`src/hdl/ordered_list_buffer_assert.svh`:
```
// Assertion macros shared by the ordered list buffer RTL.
// OLB_ASSERT is checked outside reset, OLB_ASSERT_ALWAYS at every clock edge.
`ifndef ORDERED_LIST_BUFFER_ASSERT_SVH
`define ORDERED_LIST_BUFFER_ASSERT_SVH

`ifndef SYNTHESIS

`define OLB_ASSERT(label, prop) \
    label: assert property (@(posedge clk) disable iff (!rst_n) prop) \
        else $error("ordered_list_buffer: assertion failed");

`define OLB_ASSERT_ALWAYS(label, prop) \
    label: assert property (@(posedge clk) prop) \
        else $error("ordered_list_buffer: assertion failed");

`else

`define OLB_ASSERT(label, prop)

`define OLB_ASSERT_ALWAYS(label, prop)

`endif

`endif

```
`src/hdl/olb_pkg.sv`:
```
package olb_pkg;

    localparam int CAPACITY   = 64;
    localparam int DATA_WIDTH = 32;
    localparam int IDX_W      = $clog2(CAPACITY);
    localparam int CNT_W      = $clog2(CAPACITY + 1);

    // Field widths of the stream items.
    localparam int CMD_W  = 3;
    localparam int POS_W  = 7;
    localparam int FPOS_W = 7;
    localparam int STAT_W = 3;
    localparam int LEN_W  = 7;

    localparam int S_FIELDS_W = CMD_W + POS_W + DATA_WIDTH;
    localparam int S_TDATA_W  = ((S_FIELDS_W + 7) / 8) * 8;
    localparam int M_FIELDS_W = DATA_WIDTH + FPOS_W + STAT_W + LEN_W;
    localparam int M_TDATA_W  = ((M_FIELDS_W + 7) / 8) * 8;
    localparam int M_PAD_W    = M_TDATA_W - M_FIELDS_W;

    localparam logic [CNT_W-1:0]  FULL_COUNT = CNT_W'(CAPACITY);
    localparam logic [IDX_W-1:0]  LAST_IDX   = IDX_W'(CAPACITY - 1);
    localparam logic [FPOS_W-1:0] NO_POS     = '1;

    // Commands.
    localparam logic [CMD_W-1:0] CMD_PUSH   = 3'd0;
    localparam logic [CMD_W-1:0] CMD_POP    = 3'd1;
    localparam logic [CMD_W-1:0] CMD_INSERT = 3'd2;
    localparam logic [CMD_W-1:0] CMD_DELETE = 3'd3;
    localparam logic [CMD_W-1:0] CMD_FIND   = 3'd4;
    localparam logic [CMD_W-1:0] CMD_REMOVE = 3'd5;
    localparam logic [CMD_W-1:0] CMD_READ   = 3'd6;

    // Result status codes.
    localparam logic [STAT_W-1:0] ST_OK       = 3'd0;
    localparam logic [STAT_W-1:0] ST_FULL     = 3'd1;
    localparam logic [STAT_W-1:0] ST_EMPTY    = 3'd2;
    localparam logic [STAT_W-1:0] ST_BADIDX   = 3'd3;
    localparam logic [STAT_W-1:0] ST_NOTFOUND = 3'd4;

    // Operations broadcast to every cell of the row.
    localparam int OP_W = 3;
    localparam logic [OP_W-1:0] OP_HOLD = 3'd0;
    localparam logic [OP_W-1:0] OP_LOAD = 3'd1;
    localparam logic [OP_W-1:0] OP_INS  = 3'd2;
    localparam logic [OP_W-1:0] OP_DEL  = 3'd3;
    localparam logic [OP_W-1:0] OP_CMP  = 3'd4;
    localparam logic [OP_W-1:0] OP_MARK = 3'd5;

    // What the scan chain looks for.
    localparam int SM_W = 2;
    localparam logic [SM_W-1:0] SM_READ   = 2'd0;
    localparam logic [SM_W-1:0] SM_FIND   = 2'd1;
    localparam logic [SM_W-1:0] SM_REMOVE = 2'd2;

    typedef logic [DATA_WIDTH-1:0] word_t;

    typedef struct packed {
        logic [OP_W-1:0]  op;
        logic [SM_W-1:0]  smode;
        logic [IDX_W-1:0] sel;
        logic [CNT_W-1:0] used;
        word_t            word;
        logic             phase;
    } olb_ctl_t;

    typedef struct packed {
        logic             hit;
        logic [IDX_W-1:0] idx;
        logic [CNT_W-1:0] cnt;
        word_t            data;
    } olb_scan_t;

endpackage

```
`src/hdl/olb_cell.sv`:
```
module olb_cell
(
    input  logic                      clk,
    input  logic                      rst_n,
    input  logic [olb_pkg::IDX_W-1:0] index,
    input  olb_pkg::olb_ctl_t         ctl,
    input  olb_pkg::word_t            below_data,
    input  logic                      below_hole,
    input  olb_pkg::word_t            above_data,
    input  logic                      above_hole,
    input  olb_pkg::olb_scan_t        scan_in,
    output olb_pkg::word_t            data,
    output logic                      hole,
    output olb_pkg::olb_scan_t        scan_out
);
    import olb_pkg::*;

    word_t     data_reg;
    word_t     data_next;
    logic      hole_reg;
    logic      hole_next;
    olb_scan_t scan_reg;
    olb_scan_t scan_next;
    logic      in_list;
    logic      match;
    logic      hit;
    logic      is_low;

    assign in_list = CNT_W'(index) < ctl.used;
    assign match   = in_list && (data_reg == ctl.word);
    // In a compaction step this cell pairs with the cell above when its low index
    // bit equals the phase, otherwise with the cell below.
    assign is_low  = index[0] == ctl.phase;

    always_comb
    begin
        if (ctl.smode == SM_READ)
        begin
            hit = index == ctl.sel;
        end
        else if (ctl.smode inside {SM_FIND, SM_REMOVE})
        begin
            hit = match;
        end
        else
        begin
            hit = 1'b0;
        end
    end

    // A hit overrides whatever arrives from above, so the lowest hit wins at the head.
    always_comb
    begin
        scan_next     = scan_in;
        scan_next.cnt = scan_in.cnt + CNT_W'(hit);
        if (hit)
        begin
            scan_next.hit  = 1'b1;
            scan_next.idx  = index;
            scan_next.data = data_reg;
        end
    end

    always_comb
    begin
        data_next = data_reg;
        hole_next = hole_reg;
        case (ctl.op)
            OP_HOLD:
            begin
                data_next = data_reg;
            end
            OP_LOAD:
            begin
                if (index == ctl.sel)
                begin
                    data_next = ctl.word;
                end
            end
            OP_INS:
            begin
                if (index == ctl.sel)
                begin
                    data_next = ctl.word;
                end
                else if (index > ctl.sel)
                begin
                    data_next = below_data;
                end
            end
            OP_DEL:
            begin
                if (index >= ctl.sel)
                begin
                    data_next = above_data;
                end
            end
            OP_MARK:
            begin
                hole_next = match || !in_list;
            end
            OP_CMP:
            begin
                if (is_low)
                begin
                    if (hole_reg && !above_hole)
                    begin
                        data_next = above_data;
                        hole_next = 1'b0;
                    end
                end
                else
                begin
                    if (!hole_reg && below_hole)
                    begin
                        data_next = below_data;
                        hole_next = 1'b1;
                    end
                end
            end
            default:
            begin
                data_next = data_reg;
            end
        endcase
    end

    always_ff @(posedge clk)
    begin
        data_reg <= data_next;
        scan_reg <= scan_next;
    end

    always_ff @(posedge clk or negedge rst_n)
    begin
        if (!rst_n)
        begin
            hole_reg <= 1'b0;
        end
        else
        begin
            hole_reg <= hole_next;
        end
    end

    assign data     = data_reg;
    assign hole     = hole_reg;
    assign scan_out = scan_reg;

endmodule

```
`config.mk`:
```
export PLATFORM = sky130hd
export DESIGN_NAME = olb_cell
export DESIGN_NICKNAME = d
export VERILOG_FILES = /design/src/hdl/ordered_list_buffer_assert.svh /design/src/hdl/olb_pkg.sv /design/src/hdl/olb_cell.sv
export SDC_FILE = /design/constraint.sdc
export NUM_CORES = 1
export LEC_CHECK = 0
export BUFFER_PORTS_ARGS = -buffer_cell sky130_fd_sc_hd__buf_2
export CORE_MARGIN = 2
export CORE_UTILIZATION = 41
export DETAILED_ROUTE_END_ITERATION = 10
export GPL_TIMING_DRIVEN = 0
export MAX_ROUTING_LAYER = met4
export PLACE_DENSITY = 0.78
export SYNTH_ARGS = -nofsm -noshare
export SYNTH_HDL_FRONTEND = slang
export SYNTH_SLANG_ARGS = --single-unit
```
`constraint.sdc`:
```
create_clock -name clk -period 2.9 [get_ports clk]
set_input_delay 0.58 -clock clk [delete_from_list [all_inputs] [get_ports clk]]
set_output_delay 0.58 -clock clk [all_outputs]
set_load 0.01 [all_outputs]
```
==> summary by stage, run 1 <==
Worst hold path
The hold path startpoint is scan_in[45]. The count of cells along the worst hold path is 2. For hold timing, the worst endpoint is scan_out[45]. The type of the worst min-delay path is in2reg.

Floorplan
After floorplanning, the core was sized to cover 9240 µm². The number of primary I/O pins is 250. The die is 102 µm wide.

The floorplan has 35 rows. The die covers 10300 µm². The die is 102 µm tall. The initial core utilization is 42.4%.

Global route
Entering global routing, the biggest net connects 18 pins. The global router's overall resource usage is 24.8%. The via count of the first global-routing pass is ~3700. The global-route congestion overflow total is 0. The first global-routing pass estimated 18700 µm of wire. The initial antenna violation count was 1.

Finish
Of the cells placed in the final design, the portion with a size suffix greater than 1 is approximately 54%. The final layout contains 764 nets. The library cells used most frequently in the layout, excluding fill and tap cells, are buf_2, inv_1, dfxtp_1. The core utilization of the finished layout is 60.6%. The most common cell after layout, fill and taps aside is buf_2. After routing the design area is 5600 µm². The register with the most flip-flops in the layout has 46 of them. The area growth from synthesis to layout is 43.0%.

Route
In the routed design, unresolved DRC markers number 0. The final route contains 3594 vias. The iteration-0 DRC count of the detailed router is between 200 and 250. For this block, the routed nets add up to 12900 µm of wire. The pre-antenna-repair detailed-routing pass consisted of 6 iterations. The average vias per placed instance is 5.03. The routed length per instance is 18.1 µm.

In this run the remaining antenna-violating nets after routing total 0.

Synthesis
Counting flops with a built-in enable in the synthesized netlist gives 32. The share of flip-flops with an asynchronous set or reset is 1.27%. The synthesized design contains 79 register bits. The synthesis warning total is 0. The cell area after technology mapping is 3920 µm².

Each instance of the synthesized netlist takes up on average 12.4 µm². Sequential cells were found to cover 48.7% of the synthesized design area. Counting every net in the synthesized netlist gives between 500 and 600.

The count of distinct cell types in the synthesized netlist is 34. The commonest register cell after synthesis is dfxtp_1. Synthesis produced approximately 320 cells.

Placement
The weighted congestion at the end of routability-driven global placement is 0.815. In this run the tool buffered the top-level ports with 249 buffer cells. The HPWL after detailed placement is 10300 µm. After detailed placement, the total cell area comes to around 5400 µm².

Setup path
The nature of the critical path startpoint is a primary input. For flop-to-flop paths, the worst setup slack is 0.25 ns. The required time of the worst setup path is approximately 3.1 ns. The type of destination of the critical path is a flip-flop. The worst register-to-register path has a depth of 11. The capture point of the worst reg-to-reg path is scan_out[38]. Data on the critical path arrives at its endpoint at 2.91 ns. The type of the setup path with the least slack is in2reg. The worst register-to-register path begins at data[21]. The highest net fanout along the worst path is 11.

Pwr
The power per cell area is 472 nW/µm². IR analysis of the VDD net gives a maximum drop of 233 µV. The total leakage power is between 2 and 3 nW. The design draws 2.64 mW.

Clock tree
After clock tree synthesis, the clock-pin slew on the worst setup and hold paths is 0.09 ns. The total setup buffers inserted after CTS is 0. The root buffer selected by CTS is clkbuf_8. The depth of the CTS H-tree is 3. The TritonCTS sink count is 79. In this run the deepest clock path goes through 2 buffers. The clock tree from TritonCTS is built. Buffers inserted during clock tree synthesis total 9. For the worst-skew pair, the clock arrives at the later sink with an insertion delay of about 0.34 ns.

Timing
Setup violations remaining at the end of the flow were counted as 0. The maximum frequency from static timing analysis is 369 MHz. The worst pin sits at a relative slew slack of a little under half. For the pin with the worst max-slew slack, the measured transition is 0.796 ns. The final count of hold timing violations is 0. The total count of max-transition violations in the final report was 0. The time the final worst path needs with I/O delays and setup is approximately 2.7 ns. Of the available clock period, the critical path in the final layout requires 93.5%. The worst-case clock skew is 0.0163 ns.

Status
The run finished with clean final reports.

Flow run
Max-cap violations in this run came to 0.
[critical path, cell delays in order]
cell and delay, ns:
buf_2 0.13, ha_1 0.33, nand4_1 0.16, or3_1 0.33, a21oi_1 0.41, clkbuf_1 0.66
a222oi_1 0.20, inv_1 0.11
[per-stage QoR]
step                setup TNS, ns  setup WS, ns  instances  hold WS, ns
finish                          0         0.188        714        0.422
CTS                             0        0.0477        713        0.411
global route               -0.105       -0.0596        714        0.413
global placement           -13.49        -0.416        695        0.356
detailed placement         -0.873        -0.188        696        0.356
floorplan                       0         0.247        317        0.284
[per-layer routing]
metal  vias to the layer above  routed length, µm  GRT usage (%)
li1                       1704                  -              -
met2                       188               6590           44.0
met1                      1691               5100           28.8
met5                         -                  0              -
met3                        11               1110           4.55
met4                         0                115           6.65
[repair_timing]
action / CTS / global route
hold buffers: 1 / 0
setup endpoints to repair: 0 / 3
endpoints found under the hold margin: 1 / 0
gates resized for setup: 0 / 4
[area by class of cell]
| type | instances | area (µm²) |
|---|---|---|
| diodes | 1 | 2.50 |
| plain buffers | 13 | 78.8 |
| clock buffers | 11 | 141 |
| clock inverters | 5 | 57.6 |
| fillers | 784 | 3640 |
| inverters | 46 | 173 |
| multi-input cells | 179 | 1790 |
| flip-flops and latches | 79 | 1910 |
| well taps | 129 | 161 |
| repair buffers | 251 | 1280 |
[how the worst max path moves through the flow]
stage	startpoint	endpoint	slack, ns	cells after the start
2_1_floorplan	index[0]	data[0]	0.25	8
3_3_place_gp	index[0]	data[28]	-0.42	9
3_5_place_dp	ctl[20]	scan_out[38]	-0.19	12
4_1_cts	data[19]	scan_out[38]	0.05	11
5_1_grt	data[21]	scan_out[38]	-0.06	11
6_report	index[5]	data[29]	0.19	8
[Yosys cell counts, drive strengths merged, types with 4 or more instances]
library cell	number	area, µm²
dfxtp	46	921
inv	46	173
mux2	39	582
xor2	34	298
a222oi	32	320
edfxtp	32	961
ha	14	175
clkbuf	9	33.8
nor4	8	50.1
nand2b	5	31.3
nand3	5	25.0
o21ai	5	25.0
a21o	4	30.0
a21oi	4	20.0
buf	4	45.0
nand2	4	15.0
nor2b	4	25.0
xnor2	4	35.0
[report_power, final]
group	internal [mW]	leakage (nW)	switching, mW	total, mW
sequential	1.24	0.697	0.0376	1.28
clock	0.423	0.0999	0.417	0.840
combinational	0.264	2.11	0.265	0.530
total	1.92	2.91	0.720	2.64
[cell families after synthesis]
kind of cell / count (synthesis) / synth area share (%)
adder cells (fa/ha/maj): 14 / 4.47
buffers and inverters: 59 / 6.42
AO/OA/AOI/OAI: 51 / 11.6
XOR/XNOR: 38 / 8.50
flip-flops: 79 / 48.7
AND/OR/NAND/NOR: 37 / 5.43
multiplexers: 39 / 14.9
No activity file was read; power rests on OpenSTA's default activity.
==> run 2, diff against run 1 <==
--- a/config.mk
+++ b/config.mk
@@ -7,11 +7,11 @@
 export LEC_CHECK = 0
 export BUFFER_PORTS_ARGS = -buffer_cell sky130_fd_sc_hd__buf_2
 export CORE_MARGIN = 2
-export CORE_UTILIZATION = 41
+export CORE_UTILIZATION = 25
 export DETAILED_ROUTE_END_ITERATION = 10
 export GPL_TIMING_DRIVEN = 0
+export HOLD_SLACK_MARGIN = 0.15
 export MAX_ROUTING_LAYER = met4
-export PLACE_DENSITY = 0.78
 export SYNTH_ARGS = -nofsm -noshare
 export SYNTH_HDL_FRONTEND = slang
 export SYNTH_SLANG_ARGS = --single-unit
==> run 2 against run 1 <==
Against the previous run: clock-buffer cell count decreased by 1; critical path depth grew 3; sequential power barely moved; largest cell class unchanged.
==> summary by stage, run 2 (synthesized netlist as in run 1, its figures left out) <==
Status
The run finished with clean final reports.

Floorplan
The floorplan step set the die height to about 130 µm. 250 I/O pins were placed. The initial utilization of the core area, before any placement, comes to 25.7%.

The floorplan step defined a die boundary enclosing 16700 µm². The horizontal die dimension is 129 µm. After floorplanning, the core was divided into 45 placement rows. The placeable core region is roughly 15000 µm².

Finish
The most common cell after layout, fill and taps aside is buf_2. The top cell types in the final layout, fill and taps aside, are buf_2, inv_1, dfxtp_1. Excluding fillers, the count of instances in the completed layout stands at 796. The post-route netlist has between 50 and 60% of its cells at a drive strength greater than 1. Summing all non-filler instances in the final layout gives an area of between 5000 and 6000 µm². The number of flip-flops under the largest register name is 46.

In the final design database the tool counted 765 nets. Relative to the synthesized area, the layout overhead comes to 49.3%. The number of fillers in the final layout is 1550. The total inserted antenna cells is 0.

Clock tree
The clock edge transition at the registers on the reported setup and hold paths is 0.07 ns. The depth of the CTS H-tree is 3. The later pin in the worst-skew pair is clocked with a latency of 0.34 ns.

The clock passes through at most 2 buffers. The clock tree from TritonCTS is built. In this run the clock root is driven by a clkbuf_16. Counting the buffers created by CTS gives 9.

The TritonCTS sink count is between 70 and 80.

Route
The total vias in the final route is 3619. Detailed routing placed a total of 7640 µm of wire on met2. In the routed layout, each cell is associated on average with a via count of 4.55. The detailed router finished its first iteration with 233 violations. The routed length per instance is 18.6 µm. The wire length on met1 is around 5800 µm. The number of remaining DRC errors is 0.

In the detailed route, the total length drawn on met3 is 1170 µm. The final wirelength is about 15000 µm. The post-route antenna net violation count is 0.

The first detailed-routing pass ran for 6 iterations. The uppermost signal routing layer after detailed routing is met4.

Placement
In this run the cell area measured after placement is around 5500 µm². The wire-length estimate of the detail-placed layout is 11800 µm. The congestion estimate from routability-driven global placement came to 0.831.

In this run, placement finished with an instance count of between 700 and 800. The worst setup slack after placement is -0.463 ns. Input and output buffers added on the ports amount to 249.

Pwr
The total leakage power is roughly 3.0 nW. The sum of internal, switching and leakage power is approximately 3 mW. The worst-case IR drop observed on VDD is 248 µV. The power per cell area is slightly above 500 nW/µm².

Timing
Setup repair after global routing left no endpoint under its margin. The worst-case headroom to the max-slew limit is 44.7%. Setup violations remaining at the end of the flow were counted as 0.

The clock period could shrink to about 2.7 ns. The portion of the clock cycle consumed by the worst path in the final layout is 91.4%. The total count of max-transition violations in the final report is 0. The worst-margin pin slew is 0.829 ns. The worst path meets setup with 0.250 ns of slack. Derived from the worst setup path, the maximum achievable clock frequency is 377 MHz. For the final database, setup skew stands at 0.0119 ns. The final count of hold timing violations is 0. The sum of negative setup slack is 0 ns.

Setup path
By startpoint and endpoint, the worst setup path is classified as reg2reg. The data arrival time of the critical path is 2.87 ns. Data on the critical path is required at its endpoint by about 3.1 ns. The highest net fanout along the worst path is 10. The type of destination of the critical path is a flip-flop. STA classifies the critical path startpoint as a flip-flop.

Global route
The via count of the first global-routing pass is 3721. Across every metal layer, demand over resource in global routing totals between 10% and 20%. The initial antenna violation count came to 0.

The total overflow left after global routing is 0. Entering global routing, the biggest net connects 18 pins. The first global-routing pass estimated 20600 µm of wire.

Worst hold path
The worst hold path belongs to the class in2reg.

Flow run
Across the run, the number of max-cap violations was 0.
run 2: cell count changes in the layout (fill, tap and decap cells not counted), moves of 2 or more:
cell	delta
clkbuf_8	-10
clkbuf_16	+10
clkbuf_1	-2
ha_2	+2
ha_1	-2
run 2: path summary, 6_finish.rpt:
check | from | cells after the start | endpoint | slack [ns]
min in group asynchronous | rst_n | 2 | hole | 0.54
worst min-delay path | scan_in[45] | 2 | scan_out[45] | 0.42
worst max-delay path | data[10] | 11 | scan_out[36] | 0.25
max in group asynchronous | rst_n | 2 | hole | 2.27
worst min register to register | data[7] | 1 | scan_out[7] | 0.55
worst max register to register | data[10] | 11 | scan_out[36] | 0.25
run 2: repair_timing:
action / 4_1_cts / 5_1_grt
resized for setup: 4 / 9
hold endpoints to repair: 1 / 0
setup buffers: 0 / 1
pin swaps: 2 / 3
hold buffers: 1 / 0
endpoints found under the setup margin: 3 / 3
run 2: final cells by class:
type	instances	area, µm²	area share (%)
sequential	79	1910	32.6
timing repair buffer	252	1290	22.1
buffer	13	83.8	1.43
tap	211	264	4.52
clock inverter	6	47.5	0.814
multi-input combinational	179	1830	31.3
inverter	46	173	2.95
clock buffer	10	250	4.28
run 2: worst max-delay path: stages, from the launching register on:
cell and delay [ns]:
edfxtp_1 0.44, xor2_1 0.19, nor4_2 0.39, nand4_1 0.20, nor2_4 0.20, a32oi_4 0.17, buf_8 0.20, inv_1 0.07
ha_2 0.19, ha_2 0.21, nand3_1 0.12, xnor2_2 0.16
run 2: per-layer routing:
metal	global-route usage (%)	up-vias
met3	4.09	14
met1	19.1	1717
li1	-	1707
met4	5.95	0
met2	31.1	181
met5	-	-
run 2: stage by stage:
step / hold WS, ns / utilization [%]
detailed placement: 0.357 / 35.8
global placement: 0.357 / 35.6
CTS: 0.411 / 38.0
global route: 0.435 / 38.3
finish: 0.423 / 38.3
floorplan: 0.284 / -
run 2: power by group:
| group | leakage, nW | switching (mW) | total (mW) | internal (mW) |
|---|---|---|---|---|
| Combinational | 2.12 | 0.278 | 0.544 | 0.266 |
| Sequential | 0.697 | 0.0372 | 1.28 | 1.24 |
| Clock | 0.143 | 0.491 | 1.13 | 0.642 |
| Total | 2.96 | 0.806 | 2.95 | 2.15 |
